File: src/sv/itr_pkg.sv
`timescale 1ns / 1ps
// ----------------------------------------------------------------------------
// itr_pkg
// shared types, constants and helpers for the integer-to-radix text unit
// ----------------------------------------------------------------------------
package itr_pkg;

  localparam int MAX_RADIX   = 16;
  localparam int VALUE_W     = 32;
  localparam int CHAR_W      = 8;
  localparam int RADIX_W     = 5;
  localparam int ALPHA_W     = 64;
  localparam int STACK_DEPTH = 32;
  localparam int STACK_PTR_W = 5;
  localparam int STACK_CNT_W = 6;
  localparam int BITS_PER_STEP = 8;
  localparam int DIV_STEPS   = VALUE_W / BITS_PER_STEP;
  localparam int DIV_CNT_W   = 2;

  localparam logic [CHAR_W-1:0] CHAR_PLUS  = 8'd43;
  localparam logic [CHAR_W-1:0] CHAR_MINUS = 8'd45;
  localparam logic [CHAR_W-1:0] CHAR_SPACE = 8'd32;
  localparam logic [CHAR_W-1:0] CHAR_DEL   = 8'd127;

  localparam logic [1:0] REG_RADIX_LENGTH  = 2'd0;
  localparam logic [1:0] REG_ALPHABET_LOW  = 2'd1;
  localparam logic [1:0] REG_ALPHABET_HIGH = 2'd2;

  typedef struct packed {
    logic               start;
    logic [VALUE_W-1:0] dividend;
    logic [RADIX_W-1:0] divisor;
  } div_req_t;

  typedef struct packed {
    logic               done;
    logic [VALUE_W-1:0] quotient;
    logic [RADIX_W-1:0] remainder;
  } div_resp_t;

  typedef struct packed {
    logic              push;
    logic              pop;
    logic [CHAR_W-1:0] data;
  } stk_ctl_t;

  // character k of the alphabet held in two 64-bit words
  function automatic logic [CHAR_W-1:0] glyph(input logic [ALPHA_W-1:0] lo,
                                              input logic [ALPHA_W-1:0] hi,
                                              input logic [3:0]         k);
    logic [ALPHA_W-1:0] word;
    word = k[3] ? hi : lo;
    return word[k[2:0]*CHAR_W +: CHAR_W];
  endfunction

endpackage

File: src/sv/itr_divider.sv
`timescale 1ns / 1ps
// ----------------------------------------------------------------------------
// itr_divider
// shared restoring divider, 32-bit dividend by a radix of up to 16,
// eight quotient bits per cycle
// ----------------------------------------------------------------------------
module itr_divider
  import itr_pkg::*;
(
  input  logic      clk,
  input  logic      rst,
  input  div_req_t  req,
  output div_resp_t resp
);

  logic                 busy;
  logic [DIV_CNT_W-1:0] cnt;
  logic [VALUE_W-1:0]   num;
  logic [RADIX_W-1:0]   rem;
  logic [RADIX_W-1:0]   dsr;

  logic [VALUE_W-1:0]   num_next;
  logic [RADIX_W-1:0]   rem_next;

  // eight shift-compare-subtract steps on a narrow partial remainder
  always_comb begin
    logic [VALUE_W-1:0] n;
    logic [RADIX_W-1:0] r;
    n = num;
    r = rem;
    for (int k = 0; k < BITS_PER_STEP; k++) begin
      r = {r[RADIX_W-2:0], n[VALUE_W-1]};
      n = {n[VALUE_W-2:0], 1'b0};
      if (r >= dsr) begin
        r    = r - dsr;
        n[0] = 1'b1;
      end
    end
    num_next = n;
    rem_next = r;
  end

  always_ff @(posedge clk) begin
    if (rst) begin
      busy <= 1'b0;
      cnt  <= '0;
    end else if (req.start) begin
      busy <= 1'b1;
      cnt  <= '0;
    end else if (busy) begin
      cnt <= cnt + 1'b1;
      if (cnt == DIV_CNT_W'(DIV_STEPS - 1)) busy <= 1'b0;
    end
  end

  always_ff @(posedge clk) begin
    if (req.start) begin
      num <= req.dividend;
      rem <= '0;
      dsr <= req.divisor;
    end else if (busy) begin
      num <= num_next;
      rem <= rem_next;
    end
  end

  assign resp.done      = busy && (cnt == DIV_CNT_W'(DIV_STEPS - 1));
  assign resp.quotient  = num_next;
  assign resp.remainder = rem_next;

endmodule

File: src/sv/itr_digit_stack.sv
`timescale 1ns / 1ps
// ----------------------------------------------------------------------------
// itr_digit_stack
// last-in first-out store of digit characters, least significant pushed first
// ----------------------------------------------------------------------------
module itr_digit_stack
  import itr_pkg::*;
(
  input  logic                   clk,
  input  logic                   rst,
  input  stk_ctl_t               ctl,
  output logic [CHAR_W-1:0]      top,
  output logic [STACK_CNT_W-1:0] count
);

  logic [CHAR_W-1:0]      mem [STACK_DEPTH];
  logic [STACK_PTR_W-1:0] top_ptr;

  assign top_ptr = count[STACK_PTR_W-1:0] - 1'b1;
  assign top     = mem[top_ptr];

  always_ff @(posedge clk) begin
    if (rst) begin
      count <= '0;
    end else if (ctl.push) begin
      count <= count + 1'b1;
    end else if (ctl.pop) begin
      count <= count - 1'b1;
    end
  end

  always_ff @(posedge clk) begin
    if (ctl.push) mem[count[STACK_PTR_W-1:0]] <= ctl.data;
  end

endmodule

File: src/sv/integer_to_radix_text_unit.sv
`timescale 1ns / 1ps
// ----------------------------------------------------------------------------
// integer_to_radix_text_unit
// converts a signed 32-bit integer to text in a radix set by a configured
// alphabet; minus sign first, then digits most significant first
// ----------------------------------------------------------------------------
// order: every digit is divided out and stacked before the minus sign of a
//   negative value or the first digit of any other is output
// flow: one item at a time; a new value is taken only once the sequencer is
//   idle again, after the last character is loaded into the output register
// reset: synchronous, restores radix 10 with alphabet "0123456789" and idles
// ----------------------------------------------------------------------------
module integer_to_radix_text_unit
  import itr_pkg::*;
(
  input  logic               clk,
  input  logic               rst,
  // input channel
  input  logic               in_valid,
  output logic               in_stall,
  input  logic [VALUE_W-1:0] value,
  // output channel
  output logic               out_valid,
  input  logic               out_stall,
  output logic [CHAR_W-1:0]  text_char,
  output logic               last_char,
  // configuration write port
  input  logic               cfg_write,
  input  logic [1:0]         cfg_index,
  input  logic [ALPHA_W-1:0] cfg_data
);

  // sequencer states
  localparam logic [2:0] S_IDLE  = 3'd0;
  localparam logic [2:0] S_CHECK = 3'd1;
  localparam logic [2:0] S_START = 3'd2;
  localparam logic [2:0] S_DIV   = 3'd3;
  localparam logic [2:0] S_SIGN  = 3'd4;
  localparam logic [2:0] S_EMIT  = 3'd5;

  logic [2:0]               state;
  logic [2:0]               state_next;

  // configuration registers
  logic [RADIX_W-1:0]       radix_length;
  logic [ALPHA_W-1:0]       alphabet_low;
  logic [ALPHA_W-1:0]       alphabet_high;

  // item registers
  logic                     neg;
  logic [VALUE_W-1:0]       mag;

  div_req_t                 div_req;
  div_resp_t                div_resp;
  stk_ctl_t                 stk_ctl;
  logic [CHAR_W-1:0]        stk_top;
  logic [STACK_CNT_W-1:0]   stk_count;

  logic                     alpha_ok;
  logic                     out_free;
  logic                     out_load;
  logic [CHAR_W-1:0]        out_char_next;
  logic                     out_last_next;
  logic                     more_digits;
  logic                     in_accept;

  // ---------------------------------------------------------------- config
  always_ff @(posedge clk) begin
    if (rst) begin
      radix_length  <= RADIX_W'(10);
      alphabet_low  <= 64'h3736_3534_3332_3130;
      alphabet_high <= 64'h0000_0000_0000_3938;
    end else if (cfg_write) begin
      case (cfg_index)
        REG_RADIX_LENGTH:  radix_length  <= cfg_data[RADIX_W-1:0];
        REG_ALPHABET_LOW:  alphabet_low  <= cfg_data;
        REG_ALPHABET_HIGH: alphabet_high <= cfg_data;
        default: ;  // unmapped index, write dropped
      endcase
    end
  end

  // ------------------------------------------------------- alphabet check
  // radix 2..16; every char in use above space, not DEL or a sign, unique
  always_comb begin
    logic [CHAR_W-1:0] ci;
    logic [CHAR_W-1:0] cj;
    alpha_ok = (radix_length >= RADIX_W'(2)) && (radix_length <= RADIX_W'(MAX_RADIX));
    for (int i = 0; i < MAX_RADIX; i++) begin
      ci = glyph(alphabet_low, alphabet_high, 4'(i));
      if (RADIX_W'(i) < radix_length) begin
        if (ci == CHAR_PLUS || ci == CHAR_MINUS || ci <= CHAR_SPACE || ci == CHAR_DEL)
          alpha_ok = 1'b0;
      end
      for (int j = i + 1; j < MAX_RADIX; j++) begin
        cj = glyph(alphabet_low, alphabet_high, 4'(j));
        if (RADIX_W'(j) < radix_length && ci == cj) alpha_ok = 1'b0;
      end
    end
  end

  // ---------------------------------------------------------- shared units
  itr_divider u_div (
    .clk  (clk),
    .rst  (rst),
    .req  (div_req),
    .resp (div_resp)
  );

  itr_digit_stack u_stack (
    .clk   (clk),
    .rst   (rst),
    .ctl   (stk_ctl),
    .top   (stk_top),
    .count (stk_count)
  );

  // stop once the quotient is zero or every digit slot is used
  assign more_digits = (div_resp.quotient != '0) &&
                       (stk_count != STACK_CNT_W'(STACK_DEPTH - 1));

  assign in_stall  = (state != S_IDLE);
  assign in_accept = in_valid && !in_stall;
  assign out_free  = !out_valid || !out_stall;

  // ------------------------------------------------------------ sequencer
  always_comb begin
    state_next       = state;
    div_req.start    = 1'b0;
    div_req.dividend = (state == S_START) ? mag : div_resp.quotient;
    div_req.divisor  = radix_length;
    stk_ctl.push     = 1'b0;
    stk_ctl.pop      = 1'b0;
    stk_ctl.data     = glyph(alphabet_low, alphabet_high, div_resp.remainder[3:0]);
    out_load         = 1'b0;
    out_char_next    = stk_top;
    out_last_next    = (stk_count == STACK_CNT_W'(1));

    case (state)
      S_IDLE: begin
        if (in_accept) state_next = S_CHECK;
      end
      S_CHECK: begin
        // invalid alphabet: drop the item without output
        state_next = alpha_ok ? S_START : S_IDLE;
      end
      S_START: begin
        div_req.start = 1'b1;
        state_next    = S_DIV;
      end
      S_DIV: begin
        if (div_resp.done) begin
          stk_ctl.push = 1'b1;
          if (more_digits) begin
            div_req.start = 1'b1;   // chain straight into the next digit
          end else begin
            state_next = S_SIGN;
          end
        end
      end
      S_SIGN: begin
        if (!neg) begin
          state_next = S_EMIT;
        end else if (out_free) begin
          out_load      = 1'b1;
          out_char_next = CHAR_MINUS;
          out_last_next = 1'b0;
          state_next    = S_EMIT;
        end
      end
      S_EMIT: begin
        if (out_free) begin
          out_load    = 1'b1;
          stk_ctl.pop = 1'b1;
          if (stk_count == STACK_CNT_W'(1)) state_next = S_IDLE;
        end
      end
      default: begin
        state_next = S_IDLE;
      end
    endcase
  end

  always_ff @(posedge clk) begin
    if (rst) begin
      state <= S_IDLE;
    end else begin
      state <= state_next;
    end
  end

  // capture sign and magnitude; 2^31 falls out of the unsigned negate
  always_ff @(posedge clk) begin
    if (in_accept) begin
      neg <= value[VALUE_W-1];
      mag <= value[VALUE_W-1] ? (VALUE_W'(0) - value) : value;
    end
  end

  // ------------------------------------------------------ output register
  always_ff @(posedge clk) begin
    if (rst) begin
      out_valid <= 1'b0;
    end else if (out_load) begin
      out_valid <= 1'b1;
    end else if (!out_stall) begin
      out_valid <= 1'b0;
    end
  end

  always_ff @(posedge clk) begin
    if (out_load) begin
      text_char <= out_char_next;
      last_char <= out_last_next;
    end
  end

endmodule

File: config.mk
export PLATFORM = sky130hd
export DESIGN_NAME = integer_to_radix_text_unit
export DESIGN_NICKNAME = d
export VERILOG_FILES = /design/src/sv/itr_pkg.sv /design/src/sv/itr_divider.sv /design/src/sv/itr_digit_stack.sv /design/src/sv/integer_to_radix_text_unit.sv
export SDC_FILE = /design/constraint.sdc
export NUM_CORES = 2
export LEC_CHECK = 0
export BUFFER_PORTS_ARGS = -buffer_cell sky130_fd_sc_hd__buf_2
export CAP_MARGIN = 20
export CORE_MARGIN = 10
export CORE_UTILIZATION = 55
export CTS_CLUSTER_SIZE = 30
export DETAILED_ROUTE_END_ITERATION = 12
export PLACE_DENSITY_LB_ADDON = 0.3
export SYNTH_ARGS = -nofsm -noshare
export SYNTH_HDL_FRONTEND = slang
export SYNTH_SLANG_ARGS = --single-unit
File: constraint.sdc
create_clock -name clk -period 20.5 [get_ports clk]
set_input_delay 4.1 -clock clk [delete_from_list [all_inputs] [get_ports clk]]
set_output_delay 4.1 -clock clk [all_outputs]
set_load 0.03 [all_outputs]
=== Word level (Yosys, flattened, before mapping) ===
Memories as Yosys holds them, arrays and structs flattened.
Cells that the tools add are included.
W data, S select, Z words.

* Bits in registers: 229
* RAM bits: 256
* Bits of input ports: 103
* Output and inout bits: 11
* Word-level logic and storage cells: 651
* Memories: 1

{| class="wikitable"
|+ Memory list
! memory !! depth !! bits a word !! read ports !! clocked after memory_dff !! write ports !! line !! source
|-
| u_stack.mem || 32 || 8 || 1 || 0 || 1 || itr_digit_stack.sv:16 || <nowiki>logic [CHAR_W-1:0] mem [STACK_DEPTH];</nowiki>
|}

* Add/sub/neg operators: 13
* Magnitude comparators: 42
* Eq/ne operators: 185
* Shifts and indexed selects: 1
* Mux-type cells: 206
* Reduce and logical (&&, ||, !) cells: 187

{| class="wikitable"
|+ Operators by type and width
! cell !! count
|-
| $eq A8 B8 Y1 || 120
|-
| $eq A8 B6 Y1 const B || 32
|-
| $mux W1 || 177
|-
| $eq A8 B7 Y1 const B || 16
|-
| $le A8 B6 Y1 const B || 16
|-
| $logic_and A1 B1 Y1 || 124
|-
| $mux W32 || 3
|-
| $mux W64 || 1
|-
| $shiftx A64 B7 Y8 || 1
|-
| $logic_or A1 B1 Y1 || 49
|-
| $ge A5 B5 Y1 || 8
|-
| $lt A4 B5 Y1 const A || 8
|-
| $mux W4 || 8
|-
| $reduce_bool A32 Y1 || 1
|-
| $sub A1 B32 Y32 const A || 1
|-
| $sub A4 B4 Y4 || 8
|-
| $mux W31 || 1
|-
| $mux W8 || 3
|-
| $mux W3 || 7
|-
| $lt A3 B5 Y1 const A || 4
|-
| $pmux W3 S6 || 1
|-
| $mux W6 || 2
|-
| $lt A1 B5 Y1 const A || 2
|-
| $lt A2 B5 Y1 const A || 2
|-
| other kinds (26) || 39
|}

=== Longest topological paths before layout ===
* Depth after elaboration: 158
* Mapped depth: 56
* Mapped depth without buffers: 52

=== Cells and area by module ===
Synthesis repeated with hierarchy kept, for this count alone.

* Cell total of the unflattened synthesis: 3559
* Area total of the unflattened synthesis: 35924.5 sq um

{| class="wikitable"
|+ Modules (own cells, without submodules)
! module !! times used !! cells each !! area each (sq um) !! seq. area each (sq um)
|-
| integer_to_radix_text_unit || 1 || 2651 || 21533.2 || 4003.8
|-
| itr_digit_stack || 1 || 534 || 10535.1 || 7807.5
|-
| itr_divider || 1 || 374 || 3856.2 || 1251.2
|}

=== Worst setup path before layout ===
No wires, ideal clock.

* Path type: register -> register
* Start point: register u_div.dsr[1]
* End point: memory u_stack.mem[0][7], data pin
* Library setup time: 487 ps
* Arrival time: 12398 ps
* Required time: 20013 ps
* Slack: 7616 ps
* Cell stages (with the launch flop): 55
* Path buffers: 4
* Clock period less this slack: 12884 ps
* Path through: edfxtp_1 inv_1 ha_1 a21o_1 a21oi_1 o21ai_1 mux2_2 inv_1 ha_1 a21o_1 a21oi_1 o21ai_1 mux2_2 inv_1 ha_1 a21o_1 a21oi_1 o21ai_1 [... 19 more ...] ha_1 a21o_1 a31oi_1 o21ai_1 a211oi_1 a21oi_1 ha_1 a21o_1 a31oi_1 o21a_1 clkbuf_1 o211ai_1 o221ai_1 clkbuf_1 buf_2 mux2_2 a22oi_1 nand4_1

{| class="wikitable"
|+ RTL lines
! what !! line !! source
|-
| start, declared || itr_divider.sv:20 || <nowiki>logic [RADIX_W-1:0] dsr;</nowiki>
|-
| start signal, assigned || itr_divider.sv:60 || <nowiki>dsr <= req.divisor;</nowiki>
|-
| end, declared || itr_digit_stack.sv:16 ||
|}

==> metrics.txt <==
Final Max Slew Viols 0; DR DRC count 0; critical path class flop to flop; Post-Syn Nets 3698; hpwl dp 72900 µm; GRT Residual Overflow 0; DRT iter0 DRCs 4072; Critical Path AT 15200 ps; Initial Utilization 0.558; vias in the first global route 27300; period utilisation layout 0.722; clock slew at reported path FFs 60 ps; antenna viol nets, final 0; largest family of logic cells by synthesized area XOR/XNOR gates; root buf cell clkbuf_16; Post-synth EDFFs 335; Area Overhead vs Synth 9.09%; initial antenna violation count 9; final setup fails 0; critical path's slowest cell nor3b_1; register area share after synthesis 0.378; core area 61900 µm²; post-synthesis simple-gate area fraction 0.145; Routed WL 121000 µm; maxcap violations 0; Crit path buffers/inverters 5; final instance area 37700 µm²; vias post-DR 28800; actual slew at the worst max-slew pin 1250 ps; RSZ-0062 raised after global routing false; normalized max-slew margin 0.155; GR Util met1 0.404; mux cell area share after synthesis 0.0838; nets 3662; global-route wire length before repair 180000 µm; DR pass1 iterations 8; post-synth cell types 70; XOR/XNOR Fraction of Synth Area 0.256; vias per inst 6.56; Bufs on Longest Clock Path 3; critical path launch point type flop; # hold bufs at CTS 0; synthesized flop and latch total 485; WHS 457 ps; Die Span X 271 µm; DP Area 36000 µm²; GRT Max-Usage Layer met2; Die H 271 µm; Crit. End Element flop; mean post-synth cell area 9.77 µm²; met2 Usage GRT 0.490; Synth Area in Adders 0.0216; Hold WC Path Type flop to flop; Inserted Clock Buffers 49; Crit Path Max Fanout 32; largest net degree at the start of global routing 86; # rows 91; Compound-Gate Fraction of Synth Area 0.0717; CTS tree done; crit-path most repeated cell ha_1; H-tree depth 2; Worst path top cell family by delay compound AO/OA/AOI/OAI gates; setup_tns 0 ps; gpl congestion 1.05; PostCTS Resize Cnt 0; port buffer count 113; Synth Instances 3540; worst stage delay on the critical path 1070 ps; fraction of registers with async set or reset after synthesis 0; routed length per instance 27.6 µm; Clock Skews 42.8 ps; outcome completed; Clk Latency, worst-skew pair 640 ps; highest clock rate 67.6 MHz; worst endpoint required time 20900 ps; Die ar. 73300 µm²; # clock sinks 485; total track usage 0.322; Netlist Area Pre-Place 34600 µm²; Synth warnings 0; Synth Flop Type edfxtp_1; Final min period 14800 ps; layout cells sized above 1 0.150; Final Hold Viols 0; met3 usage 0.0838; IO Pins 114; setup bufs post-CTS 0
==> registers in the layout, indices dropped and copies added, names as in the netlist <==
name and flops:
u_div.dsr 5, state 3, u_div.busy 1, mag 32
radix_length 5, last_char 1, u_div.num 32, alphabet_low 64
text_char 8, neg 1, u_stack.mem 256, u_stack.count 6
alphabet_high 64, u_div.cnt 2, out_valid 1, u_div.rem 4
==> layout by cell type, fill, tap and decap left out, types with 40 or more instances in the layout <==
cell type  netlist  final
a21oi_1        152    152
a22oi_1         40     40
buf_2            6    113
buf_4            0    161
clkbuf_16        0     49
dfxtp_1        150    147
edfxtp_1       335    335
ha_1            47     46
inv_1           43     43
mux2_2          75     75
mux4_2          80     80
nand2_1        378    378
nand4_1        197    197
nor2_1         137    135
nor3_1          63     62
nor4_1         104    104
o21ai_0         67     67
xnor2_1        669    668
xor2_1         342    342
==> routing by layer <==
metal | share of wire | wire [µm]
met1 | 0.36 | 43200
met2 | 0.44 | 53100
met3 | 0.13 | 15400
met4 | 0.075 | 9080
met5 | 0.00065 | 79
==> through the flow <==
| step | utilization | setup WS (ps) | std cells |
|---|---|---|---|
| floorplan | - | 7620 | 3540 |
| global placement | 0.582 | 6340 | 4287 |
| detailed placement | 0.582 | 6080 | 4287 |
| CTS | 0.608 | 6020 | 4377 |
| global route | 0.609 | 4610 | 4380 |
| finish | 0.609 | 5700 | 4381 |
==> area by class of cell <==
class	count	area (µm²)
timing repair buffer	274	1770
clock buffer	57	1260
fill	5186	24200
clock inverter	33	378
sequential	485	13100
antenna	1	2.50
multi-input combinational	2651	20000
tap	837	1050
inverter	43	161
==> synthesized netlist by cell type, drive strengths merged, types with 5 or more instances <==
master  count  share of area
a31oi      28         0.0051
nor3       63         0.0091
o41ai       5         0.0013
or3         9         0.0018
o22ai      16         0.0029
mux2i      25         0.0072
nand2     378          0.041
nor3b       7         0.0015
inv        43         0.0047
nand2b     14         0.0025
a22oi      40         0.0087
nand3      18         0.0028
ha         47          0.017
dfxtp     150          0.087
o31ai      15         0.0035
nor2      137          0.015
o211ai     13         0.0028
xnor2     669           0.17
buf       169          0.019
a211o       5         0.0013
or2         5        0.00098
o21a        7         0.0015
edfxtp    335           0.29
nand4     197          0.036
xor2      342          0.087
nor2b       7         0.0013
mux4       80          0.052
mux2       75          0.024
a21oi     152          0.022
nand3b     39         0.0085
fa          8         0.0046
o21ai      72          0.010
a21o       16         0.0035
nor4      105          0.019
clkbuf    192          0.021
a211oi     12         0.0026
==> worst paths after layout <==
kind	from	cells past startpoint	endpoint	slack, ps
setup / recovery	u_div.dsr[1]	52	u_stack.mem[21][0]	5700
hold / removal	alphabet_high[22]	2	alphabet_high[22]	460
setup reg to reg	u_div.dsr[1]	52	u_stack.mem[21][0]	5700
hold reg to reg	alphabet_high[22]	2	alphabet_high[22]	460
==> worst register-to-register path, delay by kind of cell (launching register included) <==
kind	cells	cell delay (ps)
simple gates	7	2310
compound gates	27	6350
fa+ha+maj	8	2430
buf+inv	5	900
mux	5	2000
flops	1	610
==> kinds of logic (layout without fill, tap and decap cells) <==
kind of cell             count (synthesis)  after routing
buffers and inverters                  404            407
XOR/XNOR                              1011           1011
flip-flops                             485            485
AO/OA/AOI/OAI                          404            404
multiplexers                           180            180
other                                    0              1
adder cells (fa/ha/maj)                 55             55
AND/OR/NAND/NOR                       1001           1001
Power is not shown: default switching activity piles up to over one toggle a cycle in this logic, so the estimate is an artifact.
